$ cat config.mk
export PLATFORM = sky130hd
export DESIGN_NAME = mains_voltage_monitor
export DESIGN_NICKNAME = d
export VERILOG_FILES = /design/src/hdl/mvm_pkg.sv /design/src/hdl/mains_voltage_monitor.sv /design/src/hdl/mvm_lane.sv /design/src/hdl/mvm_merge.sv
export VERILOG_INCLUDE_DIRS = /design/src /design/src/hdl
export SDC_FILE = /design/constraint.sdc
export NUM_CORES = 1
export LEC_CHECK = 0
export ABC_AREA = 1
export BUFFER_PORTS_ARGS = -buffer_cell sky130_fd_sc_hd__buf_2
export CORE_MARGIN = 4
export CORE_UTILIZATION = 55
export DETAILED_ROUTE_END_ITERATION = 12
export PLACE_DENSITY = 0.77
export SLEW_MARGIN = 30
export SYNTH_ARGS = -nofsm -noshare
export SYNTH_HDL_FRONTEND = slang
export SYNTH_SLANG_ARGS = --single-unit
$ cat constraint.sdc
create_clock -name clk -period 13.7 [get_ports clk]
set_clock_uncertainty 0.15 [all_clocks]
set_input_delay 2.74 -clock clk [delete_from_list [all_inputs] [get_ports clk]]
set_output_delay 2.74 -clock clk [all_outputs]
set_load 0.05 [all_outputs]
$ cat src/hdl/mains_voltage_monitor_defines.svh
// Assertion helpers for the monitor RTL
`ifndef MAINS_VOLTAGE_MONITOR_DEFINES_SVH
`define MAINS_VOLTAGE_MONITOR_DEFINES_SVH

// same-cycle implication, checked out of reset
`define MVM_ASSERT_NOW(label, clk, rst_n, ante, cons) \
	label: assert property (@(posedge clk) disable iff (!rst_n) (ante) |-> (cons)) \
		else $error("mvm check failed");

// next-cycle implication, checked out of reset
`define MVM_ASSERT_NEXT(label, clk, rst_n, ante, cons) \
	label: assert property (@(posedge clk) disable iff (!rst_n) (ante) |=> (cons)) \
		else $error("mvm check failed");

`endif

$ cat src/hdl/mvm_pkg.sv
`timescale 1ns / 1ps

package mvm_pkg;

	// sample and level widths
	localparam int VOLT_BITS = 10;
	localparam int LVL_W     = 10;
	localparam int PCT_W     = 7;
	localparam int TOL_W     = 8;
	localparam int PHASES    = 3;
	localparam int CMP_W     = (VOLT_BITS > LVL_W) ? VOLT_BITS : LVL_W;

	// sample bus: three phases packed, padded to whole bytes
	localparam int S_DATA_W  = ((PHASES * VOLT_BITS + 7) / 8) * 8;

	localparam int OVERVOLT_OFF = 500;
	localparam int PERCENT_DIV  = 100;

	// sum / 3 by reciprocal multiply, exact over the whole sum range
	localparam int SUM_W  = VOLT_BITS + 2;
	localparam int S3     = SUM_W + 1;
	localparam int M3     = (2 ** S3 + PHASES - 1) / PHASES;
	localparam int M3_W   = SUM_W;
	localparam int Q3_W   = SUM_W + M3_W;

	// avg * pct / 100 by reciprocal multiply, exact for any 17-bit product
	localparam int PROD_W  = VOLT_BITS + PCT_W;
	localparam int S100    = PROD_W + 7;
	localparam int M100    = (2 ** S100 + PERCENT_DIV - 1) / PERCENT_DIV;
	localparam int M100_W  = PROD_W + 1;
	localparam int Q100_W  = PROD_W + M100_W;
	localparam int BASE_W  = VOLT_BITS + 1;

	// imbalance limit wraps at 16 bits
	localparam int LIM_W = 16;
	localparam int EXT_W = BASE_W + LIM_W;

	// config port
	localparam int CFG_IDX_W  = 3;
	localparam int CFG_DATA_W = 10;

	typedef enum logic [CFG_IDX_W-1:0] {
		CFG_SINGLE_PHASE   = 3'd0,
		CFG_IMB_ENABLE     = 3'd1,
		CFG_UV_FAIL        = 3'd2,
		CFG_UV_RECOVER     = 3'd3,
		CFG_OVERVOLT       = 3'd4,
		CFG_IMB_PERCENT    = 3'd5,
		CFG_IMB_TOLERANCE  = 3'd6
	} cfg_idx_t;

	typedef struct packed {
		logic              single_phase;
		logic              imbalance_enable;
		logic [LVL_W-1:0]  undervolt_fail_level;
		logic [LVL_W-1:0]  undervolt_recover_level;
		logic [LVL_W-1:0]  overvolt_level;
		logic [PCT_W-1:0]  imbalance_percent;
		logic [TOL_W-1:0]  imb_band;
	} cfg_t;

	// what one phase lane finds on a sample
	typedef struct packed {
		logic                 low_fail;
		logic                 low_rec;
		logic                 high;
		logic [VOLT_BITS-1:0] diff;
	} lane_res_t;

	// monitor state, also the result fields
	typedef struct packed {
		logic              imbalanced;
		logic [PHASES-1:0] phase_fail;
		logic              mains_failed;
	} mvm_state_t;

endpackage

$ cat src/hdl/mains_voltage_monitor.sv
`timescale 1ns / 1ps
// Pipeline: the accept edge loads sums and lane compares, then average, percent product,
// limit base and merged state are each registered in turn.
// Throughput: 1 request per cycle; a stage holds only while the stage after it is full and
// stalled, so back pressure reaches the input once all five registers are occupied.
// The hysteresis state lives only in the merge stage, so back-to-back samples chain correctly.
// Reset (arst_n low, async): pipeline empty, state and flags zero, registers at defaults.

`include "mains_voltage_monitor_defines.svh"

module mains_voltage_monitor
	import mvm_pkg::*;
(
	input  logic                  clk,
	input  logic                  arst_n,
	// config write channel
	input  logic                  cfg_valid,
	output logic                  cfg_ready,
	input  logic [CFG_IDX_W-1:0]  cfg_index,
	input  logic [CFG_DATA_W-1:0] cfg_data,
	// sample stream
	input  logic                  s_tvalid,
	output logic                  s_tready,
	input  logic [S_DATA_W-1:0]   s_tdata,  // volt_r, volt_y, volt_b, zero pad
	// result stream
	output logic                  m_tvalid,
	input  logic                  m_tready,
	output logic [7:0]            m_tdata   // mains_fail, fail_r, fail_y, fail_b, imbalanced, pad
);

	cfg_t       cfg_q;
	mvm_state_t st_q;
	mvm_state_t st_nxt;

	logic [VOLT_BITS-1:0] volt [PHASES];
	lane_res_t            lane_c [PHASES];

	lane_res_t lane_s1 [PHASES];
	lane_res_t lane_s2 [PHASES];
	lane_res_t lane_s3 [PHASES];
	lane_res_t lane_s4 [PHASES];

	logic [SUM_W-1:0]   sum_s1;
	logic [VOLT_BITS-1:0] avg_s2;
	logic [PROD_W-1:0]  prod_s3;
	logic [BASE_W-1:0]  base_s4;

	logic [Q3_W-1:0]   q3;
	logic [Q100_W-1:0] q100;

	logic v_s1, v_s2, v_s3, v_s4, out_v_q;
	logic rdy2, rdy3, rdy4, rdy5, upd;

	// config registers, always ready
	assign cfg_ready = 1'b1;

	always_ff @(posedge clk or negedge arst_n) begin
		if (!arst_n) begin
			cfg_q.single_phase            <= 1'b0;
			cfg_q.imbalance_enable        <= 1'b1;
			cfg_q.undervolt_fail_level    <= LVL_W'(170);
			cfg_q.undervolt_recover_level <= LVL_W'(180);
			cfg_q.overvolt_level          <= LVL_W'(270);
			cfg_q.imbalance_percent       <= PCT_W'(20);
			cfg_q.imb_band                <= TOL_W'(5);
		end else if (cfg_valid && cfg_ready) begin
			case (cfg_index)
				CFG_SINGLE_PHASE:  cfg_q.single_phase            <= cfg_data[0];
				CFG_IMB_ENABLE:    cfg_q.imbalance_enable        <= cfg_data[0];
				CFG_UV_FAIL:       cfg_q.undervolt_fail_level    <= cfg_data[LVL_W-1:0];
				CFG_UV_RECOVER:    cfg_q.undervolt_recover_level <= cfg_data[LVL_W-1:0];
				CFG_OVERVOLT:      cfg_q.overvolt_level          <= cfg_data[LVL_W-1:0];
				CFG_IMB_PERCENT:   cfg_q.imbalance_percent       <= cfg_data[PCT_W-1:0];
				CFG_IMB_TOLERANCE: cfg_q.imb_band                <= cfg_data[TOL_W-1:0];
				default: ;
			endcase
		end
	end

	// unpack the sample
	assign volt[0] = s_tdata[VOLT_BITS-1:0];
	assign volt[1] = s_tdata[2*VOLT_BITS-1:VOLT_BITS];
	assign volt[2] = s_tdata[3*VOLT_BITS-1:2*VOLT_BITS];

	// one lane per phase; each diffs against the next phase
	for (genvar g = 0; g < PHASES; g++) begin : g_lane
		mvm_lane u_lane (
			.volt      (volt[g]),
			.volt_next (volt[(g + 1) % PHASES]),
			.cfg       (cfg_q),
			.res       (lane_c[g])
		);
	end

	// per-stage ready chain
	assign rdy5     = !out_v_q || m_tready;
	assign rdy4     = !v_s4 || rdy5;
	assign rdy3     = !v_s3 || rdy4;
	assign rdy2     = !v_s2 || rdy3;
	assign s_tready = !v_s1 || rdy2;
	assign upd      = v_s4 && rdy5;

	always_ff @(posedge clk or negedge arst_n) begin
		if (!arst_n) begin
			v_s1    <= 1'b0;
			v_s2    <= 1'b0;
			v_s3    <= 1'b0;
			v_s4    <= 1'b0;
			out_v_q <= 1'b0;
		end else begin
			if (s_tready) v_s1    <= s_tvalid;
			if (rdy2)     v_s2    <= v_s1;
			if (rdy3)     v_s3    <= v_s2;
			if (rdy4)     v_s4    <= v_s3;
			if (rdy5)     out_v_q <= v_s4;
		end
	end

	// average and imbalance base, one multiply per stage
	assign q3   = Q3_W'(sum_s1) * Q3_W'(M3);
	assign q100 = Q100_W'(prod_s3) * Q100_W'(M100);

	always_ff @(posedge clk) begin
		if (s_tready && s_tvalid) begin
			lane_s1 <= lane_c;
			sum_s1  <= SUM_W'(volt[0]) + SUM_W'(volt[1]) + SUM_W'(volt[2]);
		end
		if (rdy2 && v_s1) begin
			lane_s2 <= lane_s1;
			avg_s2  <= q3[S3 +: VOLT_BITS];
		end
		if (rdy3 && v_s2) begin
			lane_s3 <= lane_s2;
			prod_s3 <= PROD_W'(avg_s2) * PROD_W'(cfg_q.imbalance_percent);
		end
		if (rdy4 && v_s3) begin
			lane_s4 <= lane_s3;
			base_s4 <= q100[S100 +: BASE_W];
		end
	end

	// merge lanes with the monitor state
	mvm_merge u_merge (
		.lanes (lane_s4),
		.base  (base_s4),
		.cfg   (cfg_q),
		.cur   (st_q),
		.nxt   (st_nxt)
	);

	always_ff @(posedge clk or negedge arst_n) begin
		if (!arst_n) begin
			st_q <= '0;
		end else if (upd) begin
			st_q <= st_nxt;
		end
	end

	assign m_tvalid = out_v_q;
	assign m_tdata  = {3'b000, st_q.imbalanced, st_q.phase_fail, st_q.mains_failed};

	// single-phase updates leave the per-phase flags and imbalance alone
	`MVM_ASSERT_NEXT(a_single_hold, clk, arst_n, upd && cfg_q.single_phase,
		$stable(st_q.phase_fail) && $stable(st_q.imbalanced))

	// three-phase: imbalance implies failed mains and no failed phase
	`MVM_ASSERT_NEXT(a_imb_consistent, clk, arst_n, upd && !cfg_q.single_phase,
		(!st_q.imbalanced || st_q.mains_failed) && !(st_q.imbalanced && (|st_q.phase_fail)))

	// a result only appears when the last stage held a request
	`MVM_ASSERT_NOW(a_out_source, clk, arst_n, $rose(out_v_q), $past(v_s4))

endmodule

$ cat src/hdl/mvm_lane.sv
`timescale 1ns / 1ps

module mvm_lane
	import mvm_pkg::*;
(
	input  logic [VOLT_BITS-1:0] volt,
	input  logic [VOLT_BITS-1:0] volt_next,
	input  cfg_t                 cfg,
	output lane_res_t            res
);

	logic [CMP_W-1:0] v_ext;
	logic             ov_on;

	assign v_ext = CMP_W'(volt);
	assign ov_on = cfg.overvolt_level < LVL_W'(OVERVOLT_OFF);

	// window compares against both undervolt levels; state picks one later
	always_comb begin
		res.low_fail = v_ext <= CMP_W'(cfg.undervolt_fail_level);
		res.low_rec  = v_ext <= CMP_W'(cfg.undervolt_recover_level);
		res.high     = ov_on && (v_ext >= CMP_W'(cfg.overvolt_level));
		res.diff     = (volt > volt_next) ? (volt - volt_next) : (volt_next - volt);
	end

endmodule

$ cat src/hdl/mvm_merge.sv
`timescale 1ns / 1ps

module mvm_merge
	import mvm_pkg::*;
(
	input  lane_res_t         lanes [PHASES],
	input  logic [BASE_W-1:0] base,
	input  cfg_t              cfg,
	input  mvm_state_t        cur,
	output mvm_state_t        nxt
);

	logic [PHASES-1:0] bad;
	logic [PHASES-1:0] over_lim;
	logic [EXT_W-1:0]  base_ext;
	logic [EXT_W-1:0]  tol_ext;
	logic [LIM_W-1:0]  limit;

	// per-phase fail with undervolt hysteresis on the mains state
	always_comb begin
		for (int i = 0; i < PHASES; i++) begin
			bad[i] = (cur.mains_failed ? lanes[i].low_rec : lanes[i].low_fail) | lanes[i].high;
		end
	end

	// imbalance limit, band direction from the current imbalance flag
	assign base_ext = EXT_W'(base);
	assign tol_ext  = EXT_W'(cfg.imb_band);
	assign limit    = cur.imbalanced ? LIM_W'(base_ext - tol_ext) : LIM_W'(base_ext + tol_ext);

	always_comb begin
		for (int i = 0; i < PHASES; i++) begin
			over_lim[i] = LIM_W'(lanes[i].diff) > limit;
		end
	end

	// combine lanes into the next state
	always_comb begin
		nxt = cur;
		if (cfg.single_phase) begin
			nxt.mains_failed = bad[0];
		end else begin
			nxt.phase_fail   = bad;
			nxt.mains_failed = |bad;
			nxt.imbalanced   = 1'b0;
			if (!(|bad) && cfg.imbalance_enable) begin
				nxt.mains_failed = |over_lim;
				nxt.imbalanced   = |over_lim;
			end
		end
	end

endmodule

Word-level counts from Yosys, hierarchy flattened

Index checks and enable logic that the tools add are counted.

Flip-flop bits (word level): 263
Bits in latches: 0
RAM bits: 0
ROM bits: 0
Output and inout port bits: 11
Logic and storage cells: 147
Memories: 0

$add $sub $neg: 10
Multiply operators: 3
Div/mod/pow operators: 0
Order comparisons: 16
Equal/unequal tests: 6
Shift-type cells: 0
Multiplexer cells: 10
Bitwise logic cells: 4
Reductions and logical operators: 31

Operators with widths:

| operator                                                              | count |
|---|---|
| 10-bit less-or-equal comparator                                       | 6 |
| 10-bit subtractor                                                     | 6 |
| 10-bit by 16-bit greater-than comparator with 1-bit output            | 3 |
| 17-bit by 18-bit multiplier with 35-bit output, second input constant | 1 |
| 10-bit greater-or-equal comparator                                    | 3 |
| 10-bit greater-than comparator                                        | 3 |
| 10-bit two-way mux                                                    | 3 |
| 12-bit by 12-bit multiplier with 23-bit output, second input constant | 1 |
| 10-bit by 7-bit multiplier with 17-bit output                         | 1 |
| 16-bit two-way mux                                                    | 1 |
| 2-bit AND reduction                                                   | 8 |
| 11-bit by 10-bit adder with 12-bit output                             | 1 |
| 11-bit by 8-bit adder with 12-bit output                              | 1 |
| 11-bit by 8-bit subtractor with 12-bit output                         | 1 |
| 10-bit by 10-bit adder with 11-bit output                             | 1 |
| 10-bit by 9-bit < comparator with 1-bit output, second input constant | 1 |
| 3-bit == test, second input constant                                  | 3 |
| 1-bit logical AND                                                     | 9 |
| 3-bit by 2-bit == test with 1-bit output, second input constant       | 2 |
| 1-bit logical NOT                                                     | 6 |
| 1-bit two-way mux                                                     | 6 |
| 3-bit OR reduction                                                    | 2 |
| 1-bit logical OR                                                      | 5 |
| 3-bit by 1-bit == test with 1-bit output, second input constant       | 1 |
| 3 further kinds                                                       | 5 |

Depth between registers and ports, before layout

Depth after elaboration: 7
Depth in mapped cells: 24
Mapped depth without buffers: 24

By module

A second synthesis with hierarchy kept.

Cell total of the unflattened synthesis: 3271
Area total of the unflattened synthesis: 27876.7 um2

Modules (own cells, without submodules):

| module                          | instances | cells each | area an instance (um2) | seq. area each (um2) |
|---|---|---|---|---|
| mains_voltage_monitor           | 1         | 1953       | 20109.3                | 7633.6 |
| mvm_lane (g_lane[1].u_lane ...) | 2         | 338        | 2034.5                 | 0.0 |
| mvm_lane (g_lane[0].u_lane)     | 1         | 337        | 1953.1                 | 0.0 |
| mvm_merge                       | 1         | 305        | 1745.4                 | 0.0 |

Worst setup path before layout

Ideal clock, no wire load.

Kind: input to output
From: input port m_tready
To: output port s_tready
Arrival: 3.670 ns
Required time: 10.810 ns
Setup slack: 7.140 ns
Cell stages on the path: 10
Cells stage by stage: nor2_1 inv_1 nor2_1 inv_1 nor2_1 inv_1 nor2_1 inv_1 nor2_1 inv_1

Longest elaborated chain between the ends: 5

RTL lines:

| what             | line                         | RTL |
|---|---|---|
| start, declared  | mains_voltage_monitor.sv:27  | `input logic m_tready,` |
| 1-bit logical OR | mains_voltage_monitor.sv:96  | `assign rdy5 = !out_v_q \|\| m_tready;` |
| 1-bit logical OR | mains_voltage_monitor.sv:97  | `assign rdy4 = !v_s4 \|\| rdy5;` |
| 1-bit logical OR | mains_voltage_monitor.sv:98  | `assign rdy3 = !v_s3 \|\| rdy4;` |
| 1-bit logical OR | mains_voltage_monitor.sv:99  | `assign rdy2 = !v_s2 \|\| rdy3;` |
| 1-bit logical OR | mains_voltage_monitor.sv:100 | `assign s_tready = !v_s1 \|\| rdy2;` |
| end, declared    | mains_voltage_monitor.sv:23  | `output logic s_tready,` |

Every way passes these cells.

Final worst setup path

Same ends and word-level chain as after synthesis.

==> results.md <==
- # clock sinks: 263
- Worst-Margin Slew: 0.799 ns
- Top_reg_cell synth: edfxtp_1
- Sequential-to-total area share from yosys stat: 29.2%
- Outcome: completed
- Synth Instances: 2,834
- Post CTS Setup Buffer Count: 0
- CTS tree: done
- CTS Hold Bufs: 0
- Layout cell share with drive strength beyond 1: 4.52%
- Syn. warnings: 0
- Post-synth top area cell: edfxtp_1
- CP delay by family, top: simple AND/OR/NAND/NOR gates
- Number of synthesized flops with an enable pin: 206
- Area after DPL: 27,000 sq um
- Setup TNS: 0 ns
- Clk_lat worst skew: 0.57 ns
- Reg-to-reg critical path startpoint: prod_s3[3]
- Die Wd: 226 um
- IO Pins: 61
- Yosys top cell area share: 23.7%
- Final net count: 3,592
- Worst Setup End Kind: output port
- Layout Utilization: 59.6%
- Post-Route WL: 61,100 um
- Core Area: 46,800 sq um
- Crit-path max cell delay: 0.28 ns
- Cell variety after synth: 49
- Worst EP required: 10.81 ns
- Synthesized area: 26,100 sq um
- CP max stage cell: nor2_1
- Initial Util: 55.9%
- Ys async rst share: 21.7%
- R2r worst-path depth: 20
- Hold Vio Cnt, Final: 0
- Crit path arrival time: 4.31 ns
- Clock Tree Root: clkbuf_16
- Routed Antenna Nets: 0
- Critical path cell sequence: buf_2, nor2_1, inv_1, nor2_1, inv_1, nor2_1, inv_1, nor2_1, inv_1, nor2_1, inv_1, buf_2
- Setup crit start kind: input port
- Initial antenna violation count: 0
- CP bufs+invs: 7
- Number of global-route vias before repair: 19.9k
- Max transition margin: 46.0%
- Clock Tree Buf Depth: 3
- Max-slew violations: 0
- Endpoints failing setup: 0
- Total gr overflow: 0
- First-pass GRT wire length: 100,000 um
- Area growth syn-to-layout: 6.60%
- CTS H-tree lvls: 1
- R2r setup slk: 7.76 ns
- Number of fill cells: 3,892
- Drt first-iter violations: 1,433
- Max Cap Viol: 0
- CTS resizes: 0
- Crit path time final: 7.20 ns
- Vias per Instance: 5.50
- Fmax: 0.139 GHz
- N_diodes: 0
- WP depth: 12
- Die Height: 226 um
- Drt pass-1 iters: 6
- Via Count: 19.3k
- IO Port Bufs: 54
- Worst Setup SP: m_tready
- Critical path class: in -> out
- Critical Path Sink: s_tready
- Final cell area excluding filler cells: 27,900 sq um
- WL/cell: 17.4 um
- Crit-path max FO: 3
- Num rows: 79
- Final Cycle Share: 52.6%
- Dpl hpwl: 50,100 um
- Most common cell in the netlist: inv_1
- DR DRC count: 0
- CTS Buf Count: 26
- Ranking of synthesized cells by area: edfxtp_1 (24%), ha_1 (22%), fa_1 (16%), inv_1 (8.6%), nand2_1 (7.3%)
- DP Worst Slack: 6.54 ns
- RSZ-0062 raised after global routing: no
- Reg-to-reg endpoint: base_s4[0]
- Routability congestion estimate: 0.943
- PnR worst setup slack: 6.50 ns
- Die Area: 51,100 sq um
- Worst Hold Class: reg -> reg
- Clock transition at the registers of the reported paths: 0.06 ns
- Post-synth top cells: inv_1 (600), nand2_1 (511), ha_1 (455)
- Largest net degree at the start of global routing: 58
- Syn Area/Cell: 9.22 sq um
- Total global-route track usage: 24.3%
- Synth Register Bits: 263
[placed cells by master, fill, tap and decap left out, types with 3 or more instances in the layout]
cell type,synthesis,routed
clkinv_1,0,5
edfxtp_1,206,206
o31ai_1,4,4
conb_1,2,4
ha_1,455,455
a21oi_1,181,181
nor4_1,4,4
o21ai_0,132,132
xor2_1,77,77
nand4_1,17,17
o211ai_1,6,6
nand3_1,73,73
or2_2,5,5
o21ai_1,3,3
o2111ai_1,8,8
nor2_1,120,118
dfstp_2,17,17
inv_1,600,598
nand2_1,511,511
clkbuf_16,0,26
buf_4,4,4
o21bai_1,9,9
clkinvlp_4,0,3
a221oi_1,3,3
clkbuf_1,29,3
fa_1,207,207
dfrtp_1,40,40
a211oi_1,4,4
a21boi_0,6,6
o21a_1,12,12
xnor2_1,21,21
or4_1,3,3
buf_2,6,54
a31oi_1,8,8
o21ai_2,3,3
nor3_1,20,20
a21o_1,17,17
clkinv_2,1,5
[registers in the layout (all words and copies together), names as in the netlist]
signal    flops
prod_s3      17
v_s4          1
lane_s1      39
v_s2          1
v_s1          1
sum_s1       12
v_s3          1
avg_s2       10
base_s4      11
lane_s3      39
m_tvalid      1
lane_s4      39
m_tdata       5
cfg_q        47
lane_s2      39
[worst min path at each step]
stage | startpoint | end | slack (ns) | cells past startpoint
3_5_place_dp | lane_s1[15] | lane_s2[15] | 0.25 | 0
2_1_floorplan | lane_s1[0] | lane_s2[0] | 0.25 | 0
4_1_cts | lane_s1[28] | lane_s2[28] | 0.25 | 0
6_report | lane_s1[28] | lane_s2[28] | 0.25 | 0
3_3_place_gp | lane_s2[22] | lane_s3[22] | 0.25 | 0
5_1_grt | lane_s1[28] | lane_s2[28] | 0.27 | 0
[layout make-up]
| type | instances | area (sq um) | area share (%) |
|---|---|---|---|
| multi-input cells | 1929 | 16100 | 57.7 |
| flip-flops and latches | 263 | 7630 | 27.4 |
| inverters | 602 | 2270 | 8.13 |
| well taps | 607 | 759 | 2.73 |
| clock buffers | 29 | 662 | 2.38 |
| repair buffers | 58 | 300 | 1.08 |
| clock inverters | 18 | 169 | 0.606 |
[stage by stage]
| stage | std cells | hold WS (ns) |
|---|---|---|
| floorplan | 2836 | 0.250 |
| global placement | 3459 | 0.251 |
| global route | 3506 | 0.272 |
| finish | 3506 | 0.253 |
| detailed placement | 3459 | 0.255 |
| CTS | 3506 | 0.255 |
[logic make-up after synthesis]
kind of cell | after synthesis | share of synthesized area [%]
AO/OA/AOI/OAI | 407 | 8.75
adder cells (fa/ha/maj) | 662 | 37.6
multiplexers | 2 | 0.0766
XOR/XNOR | 98 | 3.28
buffers and inverters | 644 | 9.39
AND/OR/NAND/NOR | 756 | 11.6
other | 2 | 0.0287
flip-flops | 263 | 29.2
[layer usage]
layer  wire length [um]  share of wire (%)  GRT usage (%)  vias up
li1                   -                  -              -     9259
met1              25800                 42           33.1     9214
met5                  0                  0              0        -
met2              28500                 47           40.1      642
met3               4250                7.0           3.68      181
met4               2500                4.1           8.24        0
Power is left out: the tool's default activity adds up to more than one toggle a clock period on the data nets, which glitch-free logic cannot reach.
